--- config.mk ---
export PLATFORM = sky130hd
export DESIGN_NAME = packed_pixel_reinterpret_top
export DESIGN_NICKNAME = d
export VERILOG_FILES = /design/src/rtl/ppr_pkg.sv /design/src/rtl/packed_pixel_reinterpret_top.sv /design/src/rtl/ppr_cfg.sv /design/src/rtl/ppr_conv.sv /design/src/rtl/ppr_pipe.sv
export SDC_FILE = /design/constraint.sdc
export NUM_CORES = 1
export LEC_CHECK = 0
export BUFFER_PORTS_ARGS = -buffer_cell sky130_fd_sc_hd__buf_2
export CORE_ASPECT_RATIO = 0.9
export CORE_UTILIZATION = 35
export CTS_CLUSTER_DIAMETER = 120
export DETAILED_ROUTE_END_ITERATION = 10
export PLACE_DENSITY_LB_ADDON = 0.05
export SYNTH_ARGS = -nofsm -noshare
export SYNTH_HDL_FRONTEND = slang
export SYNTH_SLANG_ARGS = --single-unit
export TNS_END_PERCENT = 100
--- constraint.sdc ---
create_clock -name clk_i -period 5.15 [get_ports clk_i]
set_input_delay 0.515 -clock clk_i [delete_from_list [all_inputs] [get_ports clk_i]]
set_output_delay 0.515 -clock clk_i [all_outputs]
set_load 0.005 [all_outputs]
--- src/rtl/ppr_pkg.sv ---
// ----------------------------------------------------------------------------
// ppr_pkg
// Shared types and constants of the packed pixel reinterpret block: format
// codes, register indexes and the configuration bundle.
// ----------------------------------------------------------------------------
package ppr_pkg;

  localparam int unsigned PIX_W      = 8;
  localparam int unsigned WORD_W     = 16;
  localparam int unsigned CFG_IDX_W  = 8;
  localparam int unsigned CFG_DATA_W = 8;

  typedef enum logic [1:0] {
    FMT_RGB565   = 2'd0,
    FMT_BGR565   = 2'd1,
    FMT_RGBA4444 = 2'd2,
    FMT_ARGB1555 = 2'd3
  } fmt_e;

  localparam logic [CFG_IDX_W-1:0] REG_SRC_FORMAT     = CFG_IDX_W'(0);
  localparam logic [CFG_IDX_W-1:0] REG_SRC_BIG_ENDIAN = CFG_IDX_W'(1);
  localparam logic [CFG_IDX_W-1:0] REG_DST_FORMAT     = CFG_IDX_W'(2);
  localparam logic [CFG_IDX_W-1:0] REG_DST_BIG_ENDIAN = CFG_IDX_W'(3);

  typedef struct packed {
    fmt_e src_format;
    logic src_big_endian;
    fmt_e dst_format;
    logic dst_big_endian;
  } ppr_cfg_t;

  typedef struct packed {
    logic [PIX_W-1:0] red;
    logic [PIX_W-1:0] green;
    logic [PIX_W-1:0] blue;
    logic [PIX_W-1:0] alpha;
  } pixel_t;

endpackage

--- src/rtl/packed_pixel_reinterpret_top.sv ---
// ----------------------------------------------------------------------------
// packed_pixel_reinterpret_top
// Packs an RGBA8 pixel into a 16-bit word, swaps its bytes when the two byte
// orders differ and decodes it back to RGBA8 under a second format.
//
// Input channel: in_valid_i / in_stall_o with the four channel bytes. Output
// channel: out_valid_o / out_stall_i with the four decoded bytes. A word is
// taken at an edge where valid is high and stall is low.
// Configuration: cfg_valid_i / cfg_ready_o with cfg_index_i and cfg_data_i;
// ready is always high. Index 0 src_format, 1 src_big_endian, 2 dst_format,
// 3 dst_big_endian; higher indexes are ignored. Write only while idle.
// Path: the input register loads at the accepting edge, and the converted
// word moves on into the result register, which drives out_valid_o.
// Throughput: one pixel per cycle while the receiver does not stall.
// Reset: all config registers go to 0 (rgb565, little endian) and the
// pipeline empties. When the receiver stalls the result register holds, the
// input register fills, and then in_stall_o rises until the result is taken.
// ----------------------------------------------------------------------------
module packed_pixel_reinterpret_top import ppr_pkg::*; (
  input  logic                  clk_i,
  input  logic                  rst_ni,
  input  logic                  cfg_valid_i,
  output logic                  cfg_ready_o,
  input  logic [CFG_IDX_W-1:0]  cfg_index_i,
  input  logic [CFG_DATA_W-1:0] cfg_data_i,
  input  logic                  in_valid_i,
  output logic                  in_stall_o,
  input  logic [PIX_W-1:0]      red_in_i,
  input  logic [PIX_W-1:0]      green_in_i,
  input  logic [PIX_W-1:0]      blue_in_i,
  input  logic [PIX_W-1:0]      alpha_in_i,
  output logic                  out_valid_o,
  input  logic                  out_stall_i,
  output logic [PIX_W-1:0]      red_out_o,
  output logic [PIX_W-1:0]      green_out_o,
  output logic [PIX_W-1:0]      blue_out_o,
  output logic [PIX_W-1:0]      alpha_out_o
);

  ppr_cfg_t cfg;
  pixel_t   in_pix;
  pixel_t   out_pix;

  assign in_pix = '{red: red_in_i, green: green_in_i, blue: blue_in_i, alpha: alpha_in_i};

  ppr_cfg u_cfg (
    .clk_i       (clk_i),
    .rst_ni      (rst_ni),
    .cfg_valid_i (cfg_valid_i),
    .cfg_ready_o (cfg_ready_o),
    .cfg_index_i (cfg_index_i),
    .cfg_data_i  (cfg_data_i),
    .cfg_o       (cfg)
  );

  ppr_pipe u_pipe (
    .clk_i       (clk_i),
    .rst_ni      (rst_ni),
    .cfg_i       (cfg),
    .in_valid_i  (in_valid_i),
    .in_stall_o  (in_stall_o),
    .in_pix_i    (in_pix),
    .out_valid_o (out_valid_o),
    .out_stall_i (out_stall_i),
    .out_pix_o   (out_pix)
  );

  assign red_out_o   = out_pix.red;
  assign green_out_o = out_pix.green;
  assign blue_out_o  = out_pix.blue;
  assign alpha_out_o = out_pix.alpha;

endmodule

--- src/rtl/ppr_cfg.sv ---
// ----------------------------------------------------------------------------
// ppr_cfg
// Configuration register file: format and byte order of the packing and
// decoding sides, written through an indexed write port.
// ----------------------------------------------------------------------------
module ppr_cfg import ppr_pkg::*; (
  input  logic                  clk_i,
  input  logic                  rst_ni,
  input  logic                  cfg_valid_i,
  output logic                  cfg_ready_o,
  input  logic [CFG_IDX_W-1:0]  cfg_index_i,
  input  logic [CFG_DATA_W-1:0] cfg_data_i,
  output ppr_cfg_t              cfg_o
);

  ppr_cfg_t cfg_d, cfg_q;
  logic     wr_en;

  assign cfg_ready_o = 1'b1;
  assign wr_en       = cfg_valid_i && cfg_ready_o;

  always_comb begin
    cfg_d = cfg_q;
    if (wr_en) begin
      case (cfg_index_i)
        REG_SRC_FORMAT:     cfg_d.src_format     = fmt_e'(cfg_data_i[1:0]);
        REG_SRC_BIG_ENDIAN: cfg_d.src_big_endian = cfg_data_i[0];
        REG_DST_FORMAT:     cfg_d.dst_format     = fmt_e'(cfg_data_i[1:0]);
        REG_DST_BIG_ENDIAN: cfg_d.dst_big_endian = cfg_data_i[0];
        default: ; // writes past the last register are dropped
      endcase
    end
  end

  always_ff @(posedge clk_i or negedge rst_ni) begin
    if (!rst_ni) begin
      cfg_q <= '{src_format: FMT_RGB565, src_big_endian: 1'b0,
                 dst_format: FMT_RGB565, dst_big_endian: 1'b0};
    end else begin
      cfg_q <= cfg_d;
    end
  end

  assign cfg_o = cfg_q;

  a_hold_without_write: assert property (@(posedge clk_i) disable iff (!rst_ni)
    !cfg_valid_i |=> $stable(cfg_q))
    else $error("config changed without a write");

  a_out_of_range_ignored: assert property (@(posedge clk_i) disable iff (!rst_ni)
    (cfg_valid_i && cfg_index_i != REG_SRC_FORMAT && cfg_index_i != REG_SRC_BIG_ENDIAN &&
     cfg_index_i != REG_DST_FORMAT && cfg_index_i != REG_DST_BIG_ENDIAN) |=> $stable(cfg_q))
    else $error("write past the register list changed the config");

endmodule

--- src/rtl/ppr_conv.sv ---
// ----------------------------------------------------------------------------
// ppr_conv
// Pixel conversion logic: pack RGBA8 into a 16-bit word, swap its bytes when
// byte orders differ, and unpack it under the decoding format, replicating bits.
// ----------------------------------------------------------------------------
module ppr_conv import ppr_pkg::*; (
  input  ppr_cfg_t cfg_i,
  input  pixel_t   pix_i,
  output pixel_t   pix_o
);

  logic [WORD_W-1:0] packed_word;
  logic [WORD_W-1:0] dec_word;

  function automatic logic [PIX_W-1:0] rep4(input logic [3:0] v);
    rep4 = {v, v};
  endfunction

  function automatic logic [PIX_W-1:0] rep5(input logic [4:0] v);
    rep5 = {v, v[4:2]};
  endfunction

  function automatic logic [PIX_W-1:0] rep6(input logic [5:0] v);
    rep6 = {v, v[5:4]};
  endfunction

  always_comb begin
    case (cfg_i.src_format)
      FMT_RGB565:   packed_word = {pix_i.red[7:3], pix_i.green[7:2], pix_i.blue[7:3]};
      FMT_BGR565:   packed_word = {pix_i.blue[7:3], pix_i.green[7:2], pix_i.red[7:3]};
      FMT_RGBA4444: packed_word = {pix_i.red[7:4], pix_i.green[7:4],
                                   pix_i.blue[7:4], pix_i.alpha[7:4]};
      default:      packed_word = {pix_i.alpha[7], pix_i.red[7:3],
                                   pix_i.green[7:3], pix_i.blue[7:3]};
    endcase
  end

  // differing byte orders on the two sides amount to a byte swap
  assign dec_word = (cfg_i.src_big_endian ^ cfg_i.dst_big_endian)
                    ? {packed_word[7:0], packed_word[15:8]} : packed_word;

  always_comb begin
    case (cfg_i.dst_format)
      FMT_RGB565: begin
        pix_o.red   = rep5(dec_word[15:11]);
        pix_o.green = rep6(dec_word[10:5]);
        pix_o.blue  = rep5(dec_word[4:0]);
        pix_o.alpha = '1;
      end
      FMT_BGR565: begin
        pix_o.red   = rep5(dec_word[4:0]);
        pix_o.green = rep6(dec_word[10:5]);
        pix_o.blue  = rep5(dec_word[15:11]);
        pix_o.alpha = '1;
      end
      FMT_RGBA4444: begin
        pix_o.red   = rep4(dec_word[15:12]);
        pix_o.green = rep4(dec_word[11:8]);
        pix_o.blue  = rep4(dec_word[7:4]);
        pix_o.alpha = rep4(dec_word[3:0]);
      end
      default: begin
        pix_o.red   = rep5(dec_word[14:10]);
        pix_o.green = rep5(dec_word[9:5]);
        pix_o.blue  = rep5(dec_word[4:0]);
        pix_o.alpha = {PIX_W{dec_word[15]}};
      end
    endcase
  end

endmodule

--- src/rtl/ppr_pipe.sv ---
// ----------------------------------------------------------------------------
// ppr_pipe
// Two-register pipeline: input register, conversion logic, result register,
// with stall propagated back; one word moves per cycle unless out stalls.
// ----------------------------------------------------------------------------
module ppr_pipe import ppr_pkg::*; (
  input  logic     clk_i,
  input  logic     rst_ni,
  input  ppr_cfg_t cfg_i,
  input  logic     in_valid_i,
  output logic     in_stall_o,
  input  pixel_t   in_pix_i,
  output logic     out_valid_o,
  input  logic     out_stall_i,
  output pixel_t   out_pix_o
);

  logic   s1_valid_d, s1_valid_q;
  logic   s2_valid_d, s2_valid_q;
  pixel_t s1_pix_q;
  pixel_t s2_pix_q;
  pixel_t conv_pix;
  logic   s2_open;
  logic   s1_open;
  logic   in_take;
  logic   s2_load;

  ppr_conv u_conv (
    .cfg_i (cfg_i),
    .pix_i (s1_pix_q),
    .pix_o (conv_pix)
  );

  assign s2_open    = !s2_valid_q || !out_stall_i;
  assign s1_open    = !s1_valid_q || s2_open;
  assign in_stall_o = !s1_open;
  assign in_take    = in_valid_i && s1_open;
  assign s2_load    = s1_valid_q && s2_open;

  assign s1_valid_d = in_take || (s1_valid_q && !s2_open);
  assign s2_valid_d = s2_load || (s2_valid_q && out_stall_i);

  always_ff @(posedge clk_i or negedge rst_ni) begin
    if (!rst_ni) begin
      s1_valid_q <= 1'b0;
      s2_valid_q <= 1'b0;
    end else begin
      s1_valid_q <= s1_valid_d;
      s2_valid_q <= s2_valid_d;
    end
  end

  always_ff @(posedge clk_i) begin
    if (in_take) begin
      s1_pix_q <= in_pix_i;
    end
    if (s2_load) begin
      s2_pix_q <= conv_pix;
    end
  end

  assign out_valid_o = s2_valid_q;
  assign out_pix_o   = s2_pix_q;

  a_stall_only_when_full: assert property (@(posedge clk_i) disable iff (!rst_ni)
    in_stall_o |-> (s1_valid_q && s2_valid_q && out_stall_i))
    else $error("input stalled while the pipeline had room");

  a_take_fills_s1: assert property (@(posedge clk_i) disable iff (!rst_ni)
    in_take |=> s1_valid_q)
    else $error("accepted word did not land in the input register");

  a_advance_fills_s2: assert property (@(posedge clk_i) disable iff (!rst_ni)
    s2_load |=> s2_valid_q)
    else $error("converted word did not land in the result register");

  a_stalled_result_kept: assert property (@(posedge clk_i) disable iff (!rst_ni)
    (s2_valid_q && out_stall_i) |=> (s2_valid_q && $stable(s2_pix_q)))
    else $error("stalled result was lost or overwritten");

endmodule
==> metrics.yaml <==
status: "finished clean"
crit_slowest_cell: "dfrtp_1"
synth_top_family_by_area: "multiplexers"
ctsResizeCount: 0
max_cap_violations: 0
clock_skew_ps: 6.95
regToRegStartpoint: "u_cfg.cfg_o[1]"
cts_root_buf: "clkbuf_8"
syn_avg_cell_area_um2: 12.5
synth_ff_type: "edfxtp_1"
htree_levels: 2
ir_drop_uv: 127
max_freq_mhz: 351
antenna_found_initial: 0
powerDensity_mw_per_mm2: 286
viasPerCell: 4.97
setup_tns_ps: 0
timing.final.ws_setup_ps: 2300
yosys.area_share.simple_pct: 9.43
num_vias: 2130
hold_viol: 0
cts_tree: "yes"
ant_nets: 0
drc: 0
worst_setup_path_start_kind: "flip-flop"
dr.pass1.iters: 4
grt.busiest_layer: "met2"
min_period_ps: 2850
path_max_fanout: 27
crit_required_ps: 5180
synth.distinct_cells: 56
synth-async-reset-ratio_pct: 14.3
area_growth_pct: 14.5
seq_area_frac_synth_pct: 52.0
cts_max_path_buffers: 2
die_h_um: 92.1
dpl.cell_count: 421
finalCritPeriodShare_pct: 55.3
numCtsBuffers: 5
io_pins: 88
diodes: 0
worst_pin_slew_ps: 1060
crit_type: "reg -> reg"
ctsHoldBuffers: 0
grt_pass1_wl_um: 10500
use_met3_pct: 2.82
ff2ff_path_depth: 4
core-area_mm2: 0.00865
cp.arrival_ps: 2880
drive_above_1_share_pct: 35.2
yosys.area_share.adder_pct: 0
yosysWarningCount: 0
finalMaxSlewViolations: 0
synth-seq-cells: 56
fin_cells: 429
overflow: 0
synth_edf_count: 48
p_leak_uw: 0.00136
dpl.hpwl_um: 4710
nets: 362
cp-end-kind: "flip-flop"
synthXorXnorAreaFrac_pct: 0.555
synth_cells: 252
r2r_setup_slack_ps: 2300
grt_max_degree: 39
start_util_pct: 36.5
setup_violations: 0
grt.total_usage_pct: 14.8
io_buffers: 68
slowest_delay_ps: 980
synthesis.area_mm2: 0.00316
cts.reportedPaths.clkPinSlew_ps: 100
place_ws_ps: 2380
r2r-end: "u_pipe.out_pix_o[10]"
worstHoldPathType: "in -> async"
synth_compound_area_share_pct: 15.7
syn_nets: 305
rsz0062_at_grt: "false"
cts_sinks: 56
gp_congestion: 0.759
drt-initial-drc-count: 55
cts_setup_buffers: 0
insertion_delay_ps: 310
wl_um: 6460
use_met2_pct: 22.1
synthMuxAreaShare_pct: 16.9
die_x_um: 102
cp_cell_sequence: "clkinv_1 -> a221oi_2 -> nand2b_1 -> o22ai_1"
dieArea_mm2: 0.00941
use_met1_pct: 21.6
rows: 32
cp-startpoint: "u_cfg.cfg_o[1]"
grt_pass1_vias: 2030
wire_per_inst_um: 15.0
slew_headroom_pct: 29.3
[flip-flops by register name, indices dropped and copies added, names as in the netlist]
signal	cells
u_pipe.s1_pix_q	20
u_pipe.out_pix_o	28
u_pipe.out_valid_o	1
u_cfg.cfg_o	6
u_pipe.s1_valid_q	1
[cell usage in the layout (no fill, tap or decap), drive strengths merged, types with 2 or more instances in the layout]
| master | n |
|---|---|
| buf | 71 |
| edfxtp | 48 |
| nor2 | 27 |
| mux2i | 23 |
| nand2 | 16 |
| mux2 | 15 |
| a21oi | 10 |
| o21ai | 9 |
| dfrtp | 8 |
| a21o | 6 |
| clkbuf | 5 |
| a31o | 5 |
| nand2b | 4 |
| mux4 | 4 |
| a211oi | 4 |
| a221oi | 4 |
| a32oi | 4 |
| nand3 | 3 |
| clkinv | 3 |
| a31oi | 3 |
| and2 | 3 |
| a211o | 3 |
| o211ai | 3 |
| or2 | 3 |
| inv | 2 |
| o22ai | 2 |
| o31ai | 2 |
| o32ai | 2 |
| clkinvlp | 2 |
[layout make-up]
type                    instances  area (um^2)
inverters                       4         15.0
clock inverters                 3         18.8
well taps                     119          149
fillers                       864         5030
repair buffers                 71          363
clock buffers                   5         68.8
flip-flops and latches         56         1640
multi-input cells             171         1360
[per-stage QoR]
step           utilization (%)  hold slack, ps  cell area (um^2)  power, uW
6_report                  41.8            22.9              3620       1030
5_1_grt                   41.8            25.5              3620       1090
4_1_cts                   41.8            22.1              3620       1050
3_5_place_dp              40.8             371              3530        804
3_3_place_gp              40.8             372              3530        803
2_1_floorplan                -             219              3160        733
[kinds of logic (layout without fill, tap and decap cells)]
logic type	Yosys count	count (layout)
other	1	1
XOR/XNOR	2	2
AO/OA/AOI/OAI	64	64
multiplexers	42	42
AND/OR/NAND/NOR	62	62
buffers and inverters	25	83
flip-flops	56	56
[how the worst max path moves through the flow]
stage / endpoint / cells past startpoint / slack (ps)
floorplan: u_pipe.out_pix_o[10] / 1 / 2110
global placement: u_pipe.out_pix_o[10] / 4 / 2370
detailed placement: u_pipe.out_pix_o[10] / 4 / 2380
CTS: u_pipe.out_pix_o[10] / 4 / 2320
global route: u_pipe.out_pix_o[10] / 4 / 2060
finish: u_pipe.out_pix_o[10] / 4 / 2300
[where the power goes]
part / leakage, uW / switching (uW) / total [uW] / internal (uW)
sequential: 0.000550 / 26.8 / 570 / 543
combinational: 0.000772 / 121 / 223 / 101
clock: 0.0000378 / 147 / 241 / 94.4
[cell usage after synthesis, types with 5 or more instances]
library cell	n	share of area, %
a21o_1	6	1.4
a21oi_1	10	1.6
buf_2	5	0.79
buf_4	7	1.7
clkbuf_1	6	0.71
dfrtp_1	8	6.3
edfxtp_1	48	46
mux2_1	6	2.1
mux2_2	7	2.5
mux2i_1	20	6.3
nand2_1	16	1.9
nor2_1	25	3.0
o21ai_0	6	0.95
[routing by layer]
metal,wire length (um),vias to the layer above,part of all wire (%)
met5,0,-,0
met4,76,0,1.2
met3,244,8,3.8
met2,2760,60,43
met1,3370,989,52
li1,-,1073,-
[worst max-delay path, delay by kind of cell, from the launching register on]
kind	cells	cell delay (ps)
flip-flops	1	980
buffers and inverters	1	730
AND/OR/NAND/NOR	1	200
AO/OA/AOI/OAI	2	660
No activity file was read; power rests on OpenSTA's default activity.
